--- src/design/nns_pkg.sv ---
// Shared types and constants for the nearest-neighbor scaler.
package nns_pkg;

  localparam int DIM_W     = 16;
  localparam int SRC_W_W   = 13;
  localparam int CFG_IDX_W = 3;
  localparam int CFG_W     = 16;
  localparam int CH_W      = 8;
  localparam int PIX_W     = 3 * CH_W;

  localparam logic MODE_PUSH = 1'b0;
  localparam logic MODE_PULL = 1'b1;

  localparam logic [CFG_IDX_W-1:0] REG_SRC_WIDTH  = 3'd0;
  localparam logic [CFG_IDX_W-1:0] REG_SRC_HEIGHT = 3'd1;
  localparam logic [CFG_IDX_W-1:0] REG_TGT_WIDTH  = 3'd2;
  localparam logic [CFG_IDX_W-1:0] REG_TGT_HEIGHT = 3'd3;

  typedef enum logic [2:0] {
    ST_ACCEPT     = 3'd0,
    ST_REFUSE     = 3'd1,
    ST_PIXEL      = 3'd2,
    ST_NOT_READY  = 3'd3,
    ST_FRAME_DONE = 3'd4
  } nns_status_t;

  typedef enum logic [1:0] {
    S_IDLE,
    S_SETUP,
    S_DIVIDE,
    S_RESP
  } nns_state_t;

  typedef struct packed {
    logic            mode;
    logic [CH_W-1:0] red;
    logic [CH_W-1:0] green;
    logic [CH_W-1:0] blue;
  } nns_in_t;

  typedef struct packed {
    logic [2:0]      status;
    logic [CH_W-1:0] out_red;
    logic [CH_W-1:0] out_green;
    logic [CH_W-1:0] out_blue;
    logic            row_end;
    logic            frame_end;
  } nns_out_t;

endpackage

--- src/design/nns_div.sv ---
// Restoring divider, one quotient bit per cycle.
module nns_div
  import nns_pkg::*;
(
  input  logic             clk,
  input  logic             rst_n,
  input  logic             start,
  input  logic [DIM_W-1:0] dividend,
  input  logic [DIM_W-1:0] divisor,
  output logic             busy,
  output logic [DIM_W-1:0] quotient,
  output logic [DIM_W-1:0] remainder
);

  localparam int CNT_W = $clog2(DIM_W + 1);

  logic             busy_r, busy_nxt;
  logic [CNT_W-1:0] cnt_r, cnt_nxt;
  logic [DIM_W-1:0] rem_r, rem_nxt;
  logic [DIM_W-1:0] quo_r, quo_nxt;
  logic [DIM_W-1:0] dsr_r, dsr_nxt;
  logic [DIM_W:0]   shifted;
  logic [DIM_W:0]   diff;

  always_comb begin
    shifted  = {rem_r, quo_r[DIM_W-1]};
    diff     = shifted - {1'b0, dsr_r};
    busy_nxt = busy_r;
    cnt_nxt  = cnt_r;
    rem_nxt  = rem_r;
    quo_nxt  = quo_r;
    dsr_nxt  = dsr_r;
    if (start) begin
      busy_nxt = 1'b1;
      cnt_nxt  = CNT_W'(DIM_W);
      rem_nxt  = '0;
      quo_nxt  = dividend;
      dsr_nxt  = divisor;
    end else if (busy_r) begin
      if (shifted >= {1'b0, dsr_r}) begin
        rem_nxt = diff[DIM_W-1:0];
        quo_nxt = {quo_r[DIM_W-2:0], 1'b1};
      end else begin
        rem_nxt = shifted[DIM_W-1:0];
        quo_nxt = {quo_r[DIM_W-2:0], 1'b0};
      end
      cnt_nxt  = cnt_r - CNT_W'(1);
      busy_nxt = (cnt_r != CNT_W'(1));
    end
  end

  always_ff @(posedge clk) begin
    if (!rst_n) begin
      busy_r <= 1'b0;
      cnt_r  <= '0;
    end else begin
      busy_r <= busy_nxt;
      cnt_r  <= cnt_nxt;
    end
  end

  always_ff @(posedge clk) begin
    rem_r <= rem_nxt;
    quo_r <= quo_nxt;
    dsr_r <= dsr_nxt;
  end

  assign busy      = busy_r;
  assign quotient  = quo_r;
  assign remainder = rem_r;

endmodule
--- config.mk ---
export PLATFORM = sky130hd
export DESIGN_NAME = nns_div
export DESIGN_NICKNAME = d
export VERILOG_FILES = /design/src/design/nns_pkg.sv /design/src/design/nns_div.sv
export SDC_FILE = /design/constraint.sdc
export NUM_CORES = 1
export LEC_CHECK = 0
export ABC_AREA = 0
export BUFFER_PORTS_ARGS = -buffer_cell sky130_fd_sc_hd__buf_2
export CORE_MARGIN = 1
export CORE_UTILIZATION = 45
export DETAILED_ROUTE_END_ITERATION = 7
export PLACE_DENSITY = 0.72
export SYNTH_ARGS = -nofsm -noshare
export SYNTH_HDL_FRONTEND = slang
export SYNTH_SLANG_ARGS = --single-unit
--- constraint.sdc ---
create_clock -name clk -period 2.61 [get_ports clk]
set_input_delay 0.783 -clock clk [delete_from_list [all_inputs] [get_ports clk]]
set_output_delay 0.783 -clock clk [all_outputs]
set_load 0.02 [all_outputs]
==> flow_summary.json, run 1 <==
{
  "synthAdderAreaFrac_pct": 8.11,
  "synth_top_family_by_area": "compound AO/OA/AOI/OAI gates",
  "synth-xor-area-share_pct": 4.35,
  "crit_family": "compound AO/OA/AOI/OAI gates",
  "wl_per_cell_um": 15.0,
  "grt-ovfl-total": 0,
  "clk_path_buf_depth": 2,
  "tns_ns": 0,
  "synth-edff-count": 32,
  "cts_inserted_buffers": 5,
  "finalSetupViolCount": 0,
  "hold_depth": 2,
  "final_cell_area_mm2": 0.00362,
  "worstSkewPairLatency_ns": 0.32,
  "critPathSlowestCell": "a2111o_1",
  "async_reset_ff_share_pct": 0,
  "skew_ns": 0.00698,
  "crit_chain": "ha_1, a21oi_2, o21ai_1, a2111o_1, nor2_8, mux2_4, a211oi_2",
  "endpoint_kind": "flop",
  "fin_util_pct": 56.3,
  "h-tree-depth": 2,
  "r2r_setup_slack_ns": 0.20,
  "clkSlewWorstSetupHoldPaths_ns": 0.10,
  "ys_seq_elements": 54,
  "synth_area_leader_cell": "edfxtp_1",
  "period_minus_slack_ns": 2.41,
  "grt_pass1_vias": 2421,
  "relSlewSlack_pct": 58.2,
  "via_count": 2398,
  "diodes": 0,
  "synth_compound_area_share_pct": 13.2,
  "hp-start": "remainder[1]",
  "cellPowerDensity_mw_per_mm2": 575,
  "synth_area_leaders": "edfxtp_1 (32%), dfxtp_1 (15%), ha_1 (7.5%), mux2_2 (5.6%), mux2i_1 (4.6%)",
  "seq_area_mm2": 0.00140,
  "synthMuxAreaShare_pct": 11.1,
  "grt_pass1_wl_mm": 11.1,
  "synth_cells": 282,
  "grt_max_degree": 25,
  "worstPathRequired_ns": 2.86,
  "synth_cell_types": 47,
  "ys_top_cells_by_count": "edfxtp_1 (32), nor2_1 (25), dfxtp_1 (22), inv_1 (22), nand2_1 (19)",
  "syn_to_final_growth_pct": 19.7,
  "critPathMaxFanout": 11,
  "ff2ff_path_depth": 7,
  "yosys.area_share.simple_pct": 12.6,
  "core_area_mm2": 0.00642,
  "final_nets": 412,
  "port_buffers": 67,
  "syn_nets": 336,
  "ys_warn_count": 0,
  "yosys.area.top_type_share_pct": 31.8,
  "dpl-instance-area_mm2": 0.00344,
  "cts_root_buf": "clkbuf_8",
  "dr.first_iter.drc_count": 160,
  "drc": 6,
  "maxSlewViolCount": 0,
  "start_util_pct": 47.1,
  "hold_viol": 0,
  "cap_violations": 0,
  "first_pass_iters": 6,
  "tritoncts": "built",
  "die_x_um": 84.0,
  "crit_type": "reg -> reg",
  "grt.total_usage_pct": 19.7,
  "ys_seq_area_share_pct": 46.4,
  "tightest_slew_ns": 0.626,
  "ant_nets": 0,
  "ioPinCount": 68,
  "multi_input_area_mm2": 0.00150,
  "r2r_end": "remainder[0]",
  "grt_antenna_before_repair": 0,
  "dpl.hpwl_mm": 4.74,
  "rsz0062_at_grt": "no",
  "max-vdd-ir-drop_mv": 0.405,
  "syn_area_mm2": 0.00302,
  "clkSinkCount": 54,
  "cp_slowest_stage_delay_ns": 0.49,
  "vias_per_cell": 5.50,
  "avgSynthCellArea_um2": 10.7,
  "cp.buffers_inverters": 0,
  "status": "finished with violations",
  "holdPathEnd": "remainder[1]",
  "failed_checks": "design-rule violations",
  "synth_ff_type": "edfxtp_1",
  "fill_cells": 567,
  "critical_path.startpoint_type": "flop",
  "drive_gt1_share_pct": 31.2,
  "gp_congestion": 0.827,
  "timing.final.crit_share_pct": 92.3,
  "die_h_um": 84.0,
  "leakage_nw": 1.66,
  "cts.hold.buffers_added": 0,
  "rows": 29,
  "yosysMostFrequentCell": "edfxtp_1",
  "arrival_ns": 2.66,
  "die_area_mm2": 0.00705,
  "max_freq_mhz": 415,
  "min-delay-path-class": "reg -> reg",
  "routed_wl_mm": 6.54,
  "timing.rr.start": "remainder[11]"
}
state kept, by name, summed over array words and instances, names as in the netlist:
name / flops
dsr_r: 16
quotient: 16
remainder: 16
cnt_r: 5
busy: 1
cells by family after synthesis:
kind of cell / Yosys count
AND/OR/NAND/NOR: 77
AO/OA/AOI/OAI: 56
flip-flops: 54
multiplexers: 31
buffers and inverters: 30
adder cells (fa/ha/maj): 19
XOR/XNOR: 15
placed cells by master, fill, tap and decap left out, drive strengths merged, types with 2 or more instances in the layout:
master	instances
nand2b	6
ha	18
o21a	3
and3	2
buf	77
inv	24
o31ai	3
nand2	19
nor2b	4
mux2	17
nand3b	2
a21boi	2
edfxtp	32
nor3	5
xnor2	11
o21ai	11
a211oi	12
clkbuf	5
dfxtp	22
nand3	7
a21oi	16
o41ai	2
xor2	4
nor2	26
mux2i	14
how the worst max path moves through the flow:
stage / end / slack [ns] / cells past startpoint / from
final: remainder[0] / 0.20 / 7 / remainder[11]
after global routing: remainder[6] / 0.06 / 10 / dsr_r[3]
after CTS: remainder[0] / 0.09 / 7 / remainder[11]
after detailed placement: remainder[0] / 0.11 / 7 / remainder[11]
after global placement: remainder[0] / 0.22 / 8 / dsr_r[10]
after floorplan: remainder[10] / 0.31 / 10 / quotient[15]
stage by stage:
stage	power, mW	hold WS (ns)	std cells	setup WS (ns)
finish	2.08	0.499	436	0.202
global route	2.18	0.530	436	0.0603
CTS	2.09	0.502	430	0.0931
detailed placement	1.50	0.491	422	0.112
global placement	1.49	0.470	422	0.222
floorplan	1.37	0.469	282	0.308
worst min-delay path: cells and delay by family (launching register included):
family	cells	cell delay, ns
and+or+nand+nor	1	0.06
DFF	1	0.36
AOI/OAI and AO/OA	1	0.05
cell type report:
| type | instances | share of cell area [%] |
|---|---|---|
| timing repair buffer | 77 | 11.7 |
| clock buffer | 5 | 1.90 |
| tap | 77 | 2.66 |
| multi-input combinational | 198 | 41.4 |
| sequential | 54 | 38.7 |
| clock inverter | 3 | 1.31 |
| inverter | 22 | 2.28 |
routing by layer:
metal  vias up  share of wire [%]  GRT usage [%]
met5         -                  0              0
met3         9                6.5           4.65
met1      1150                 44           25.3
met2        71                 49           32.3
li1       1168                  -              -
met4         0                1.3           7.52
where the power goes:
| part | internal [mW] | total [mW] | switching [mW] |
|---|---|---|---|
| registers | 0.977 | 1.02 | 0.0398 |
| clock network | 0.293 | 0.585 | 0.292 |
| logic | 0.207 | 0.480 | 0.273 |
| total | 1.48 | 2.08 | 0.605 |
what timing repair did:
item | CTS | global route
gates resized for setup | 0 | 1
setup endpoints to repair | 0 | 2
setup buffers | 0 | 6
endpoints found under the hold margin | 0 | 0
Power figures use the tool's default switching activity.
==> inputs of run 2 (changes only) <==
- clock period: 2.61 -> 2.35 ns (I/O delays scaled with it)
==> run 2 against run 1 <==
Net effect:
- the flow still finishes with violations (design-rule violations)
- clock skew is 0.0018 ns higher
- sequential cell count stayed put
- via count is 5.1% higher
- global-route usage is 0.45 points higher
- worst setup slack worse by 0.16 ns
- power is 12% higher
- design area is 10% higher
- combinational power is 35% higher
- first-iteration DRC count is 0.63% higher
- sequential power is 11% higher
==> flow_summary.json, run 2 (synthesis results as in run 1) <==
{
  "crit_type": "reg -> reg",
  "place_inst": 444,
  "cts_inserted_buffers": 5,
  "finalSetupViolCount": 0,
  "min-delay-path-class": "reg -> reg",
  "relSlewSlack_pct": 72.9,
  "max_freq_mhz": 434,
  "grt_antenna_before_repair": 0,
  "max-vdd-ir-drop_mv": 0.398,
  "worstSkewPairLatency_ns": 0.32,
  "grt_pass1_vias": 2520,
  "final_common_cell": "buf_2",
  "critical_path.startpoint_type": "flop",
  "rows": 29,
  "worstPathRequired_ns": 2.59,
  "dr.max_layer_used": "met4",
  "tns_ns": 0,
  "place_ws_ns": -0.123,
  "grt.total_usage_pct": 20.2,
  "r2r_end": "remainder[10]",
  "port_buffers": 67,
  "drc": 6,
  "skew_ns": 0.00883,
  "ioPinCount": 68,
  "wl_met2_mm": 3.56,
  "wl_met3_um": 332,
  "ant_nets": 0,
  "core_area_mm2": 0.00642,
  "grt-ovfl-total": 0,
  "final_nets": 439,
  "vias_per_cell": 5.44,
  "hold_viol": 0,
  "grt_max_degree": 22,
  "cellPowerDensity_mw_per_mm2": 584,
  "tritoncts": "built",
  "rsz0062_at_grt": "yes",
  "syn_to_final_growth_pct": 31.7,
  "endpoint_kind": "flop",
  "holdWs_ns": 0.502,
  "dr.first_iter.drc_count": 161,
  "leakage_nw": 1.81,
  "timing.rr.start": "quotient[15]",
  "r2r_setup_slack_ns": 0.04,
  "fin_ws_ns": 0.0440,
  "grt_pass1_wl_mm": 11.4,
  "first_pass_iters": 6,
  "ff2ff_path_depth": 11,
  "cp-startpoint": "quotient[15]",
  "final_cell_mix": "buf_2 (67), buf_4 (34), edfxtp_1 (32), nor2_1 (24), dfxtp_1 (22)",
  "tightest_slew_ns": 0.406,
  "clk_path_buf_depth": 2,
  "arrival_ns": 2.54,
  "gp_congestion": 0.824,
  "start_util_pct": 47.1,
  "die_h_um": 84.0,
  "clkSinkCount": 54,
  "h-tree-depth": 2,
  "stdcell_count": 463,
  "die_x_um": 84.0,
  "routed_wl_mm": 7.11,
  "status": "finished with violations",
  "wl_per_cell_um": 15.4,
  "wl_met1_mm": 3.10,
  "diodes": 0,
  "endpoint": "remainder[10]",
  "timing.final.crit_share_pct": 98.1,
  "clkSlewWorstSetupHoldPaths_ns": 0.11,
  "via_count": 2521,
  "cts_root_buf": "clkbuf_8",
  "die_area_mm2": 0.00705,
  "dpl.hpwl_mm": 5.08,
  "failed_checks": "design-rule violations",
  "critPathMaxFanout": 3,
  "period_minus_slack_ns": 2.31,
  "cap_violations": 0,
  "maxSlewViolCount": 0,
  "drive_gt1_share_pct": 42.2
}
[run 2: changes by cell type in the layout (fill, tap and decap cells not counted), moves of 3 or more]
cell / previous run / this run
a211oi_1: 9 / 6
a211oi_2: 3 / 6
ha_4: 0 / 5
ha_1: 18 / 12
buf_4: 9 / 34
[run 2: worst min-delay path by stage]
stage / startpoint / endpoint / slack (ns) / depth (start not counted)
global route: remainder[14] / remainder[14] / 0.53 / 2
finish: cnt_r[1] / cnt_r[1] / 0.50 / 2
global placement: cnt_r[1] / cnt_r[1] / 0.48 / 2
CTS: cnt_r[1] / cnt_r[1] / 0.50 / 2
detailed placement: cnt_r[1] / cnt_r[1] / 0.49 / 2
floorplan: cnt_r[1] / cnt_r[1] / 0.47 / 2
[run 2: area by class of cell]
class	instances	area (um2)
Clock buffer	5	68.8
Clock inverter	3	22.5
Inverter	22	82.6
Timing Repair Buffer	104	651
Sequential cell	54	1400
Multi-Input combinational cell	198	1660
Fill cell	524	2440
Tap cell	77	96.3
[run 2: critical path, cell delays in order (launching register included)]
cell	delay (ns)
edfxtp_1	0.41
inv_2	0.07
ha_4	0.17
fa_2	0.41
nor2b_4	0.16
o31ai_4	0.07
a211oi_2	0.21
buf_4	0.17
nor2_2	0.04
xnor2_1	0.17
mux2i_1	0.11
a211oi_2	0.23
[run 2: what timing repair did]
action,CTS,global route
endpoints found under the setup margin,6,14
pin swaps,3,11
hold buffers,0,0
resized for setup,6,23
setup buffers,5,6
[run 2: stage by stage]
stage | area [um2] | power, mW | util, %
2_1_floorplan | 3020 | 1.52 | -
3_3_place_gp | 3630 | 1.70 | 56.5
3_5_place_dp | 3630 | 1.71 | 56.5
4_1_cts | 3800 | 2.27 | 59.2
5_1_grt | 3980 | 2.44 | 62.0
6_report | 3980 | 2.32 | 62.0
[run 2: power breakdown]
part | leakage, nW | internal (mW) | switching, mW
logic | 1.26 | 0.302 | 0.344
registers | 0.498 | 1.08 | 0.0433
clock network | 0.0489 | 0.217 | 0.333
total | 1.81 | 1.60 | 0.720
[run 2: metal layers]
metal  vias up  track usage, %
met1      1208            25.2
met3        17            4.15
li1       1221               -
met4         0            6.27
met5         -               0
met2        75            34.9
==> inputs of run 3 (changes only) <==
- PLACE_DENSITY: 0.72 -> not set
- PLACE_DENSITY_LB_ADDON: not set -> 0.1
==> run 3 against run 2 <==
Net effect:
- the flow still finishes with violations (design-rule violations)
- critical path depth is 4 lower
- register-to-register slack hardly changed
- clock power is 2% lower
- sequential cell count stayed put
- clock skew is 0.00055 ns lower
- non-clock buffer count is 6 lower
- final cell count is 1.3% lower
- power is 2.0% lower
- design area is 2.1% lower
- first-iteration DRC count is 39% lower
- global-route usage is 1.0 points lower
- utilization is 1.3 points lower
- critical endpoint is now remainder[0]
==> flow_summary.json, run 3 (synthesis results as in run 1) <==
{
  "max_freq_mhz": 435,
  "clkPwrFrac_pct": 23.6,
  "rsz0062_at_grt": "yes",
  "clk_path_buf_depth": 2,
  "drc": 7,
  "dr.first_iter.drc_count": 99,
  "syn_to_final_growth_pct": 28.9,
  "ant_nets": 0,
  "p_sw_share_pct": 30.6,
  "crit_type": "reg -> reg",
  "drive_gt1_share_pct": 40.3,
  "critical_path.startpoint_type": "flop",
  "cellPowerDensity_mw_per_mm2": 584,
  "routed_wl_mm": 6.85,
  "diodes": 0,
  "failed_checks": "design-rule violations",
  "final_common_cell": "buf_2",
  "vias_per_cell": 5.33,
  "grt_pass1_vias": 2330,
  "die_x_um": 84.0,
  "final_cell_mix": "buf_2 (67), edfxtp_1 (32), buf_4 (29), nor2_1 (25), dfxtp_1 (21)",
  "clkSlewWorstSetupHoldPaths_ns": 0.10,
  "grt-ovfl-total": 0,
  "netSwitchingPower_mw": 0.696,
  "holdWs_ns": 0.482,
  "grt_antenna_before_repair": 0,
  "die_h_um": 84.0,
  "rows": 29,
  "arrival_ns": 2.53,
  "finalSetupViolCount": 0,
  "internal_power_mw": 1.58,
  "cts_inserted_buffers": 5,
  "leakage_nw": 1.78,
  "endpoint_kind": "flop",
  "port_buffers": 67,
  "tightest_slew_ns": 0.506,
  "final_nets": 433,
  "skew_ns": 0.00828,
  "cap_violations": 0,
  "fin_util_pct": 60.7,
  "gp_congestion": 0.833,
  "status": "finished with violations",
  "combPwrFrac_pct": 26.7,
  "timing.final.crit_share_pct": 97.8,
  "dpl-instance-area_mm2": 0.00359,
  "relSlewSlack_pct": 66.2,
  "grt_pass1_wl_mm": 10.7,
  "power_frac_seq_pct": 49.7,
  "ioPinCount": 68,
  "final_cell_area_mm2": 0.00390,
  "die_area_mm2": 0.00705,
  "wl_per_cell_um": 15.0,
  "worstPathRequired_ns": 2.59,
  "period_minus_slack_ns": 2.30,
  "critPathMaxFanout": 8,
  "max-vdd-ir-drop_mv": 0.348,
  "start_util_pct": 47.1,
  "first_pass_iters": 6,
  "maxSlewViolCount": 0,
  "worstSkewPairLatency_ns": 0.31,
  "hold_viol": 0,
  "h-tree-depth": 2,
  "clkSinkCount": 54,
  "core_area_mm2": 0.00642,
  "fin_ws_ns": 0.0528,
  "tritoncts": "built",
  "cts_root_buf": "clkbuf_8",
  "grt.total_usage_pct": 19.1,
  "dpl.hpwl_mm": 4.90,
  "total_power_mw": 2.28,
  "min-delay-path-class": "reg -> reg",
  "place_ws_ns": -0.0710,
  "via_count": 2434,
  "grt_max_degree": 18
}
run 3: power groups by stage:
| stage | Clock, mW | Combinational, mW | Sequential [mW] |
|---|---|---|---|
| finish | 0.538 | 0.609 | 1.13 |
| global route | 0.587 | 0.663 | 1.14 |
| CTS | 0.549 | 0.557 | 1.13 |
| detailed placement | 0 | 0.545 | 1.15 |
| global placement | 0 | 0.540 | 1.15 |
| floorplan | 0 | 0.320 | 1.20 |
run 3: area by class of cell:
class | count | area [um2]
Fill cell | 546 | 2520
Multi-Input combinational cell | 198 | 1630
Sequential cell | 54 | 1400
Timing Repair Buffer | 98 | 598
Tap cell | 77 | 96.3
Inverter | 22 | 82.6
Clock buffer | 6 | 72.6
Clock inverter | 2 | 16.3
run 3: what timing repair did:
action	CTS	global route
buffers inserted	2	5
endpoints found under the setup margin	3	14
pin swaps	0	11
cloned	0	1
resized for setup	3	26
hold buffers	0	0
run 3: worst paths after layout:
path                                    from      endpoint  slack, ns  cells past startpoint
worst max-delay path            remainder[9]  remainder[0]       0.05                      7
worst min register to register  remainder[9]  remainder[9]       0.48                      2
worst min-delay path            remainder[9]  remainder[9]       0.48                      2
worst max register to register  remainder[9]  remainder[0]       0.05                      7
run 3: worst max-delay path, stage by stage (launching register included):
cell and delay (ns):
dfxtp_2 0.35, ha_1 0.33, a21oi_2 0.17, o21ai_1 0.09, a2111o_1 0.52, nor2_8 0.24, mux2_4 0.32, a211oi_2 0.20
run 3: metrics by stage:
stage / setup TNS [ns] / cells
after global placement: -0.221 / 441
final: 0 / 457
after CTS: 0 / 451
after detailed placement: -0.165 / 441
after floorplan: 0 / 282
after global routing: -0.178 / 457
run 3: metal layers:
metal / GRT usage, % / up-vias / part of all wire [%]
met5: 0 / - / 0
met4: 4.70 / 0 / 0.85
met3: 4.06 / 5 / 4.2
met2: 32.1 / 57 / 48
met1: 25.1 / 1162 / 46
li1: - / 1210 / -
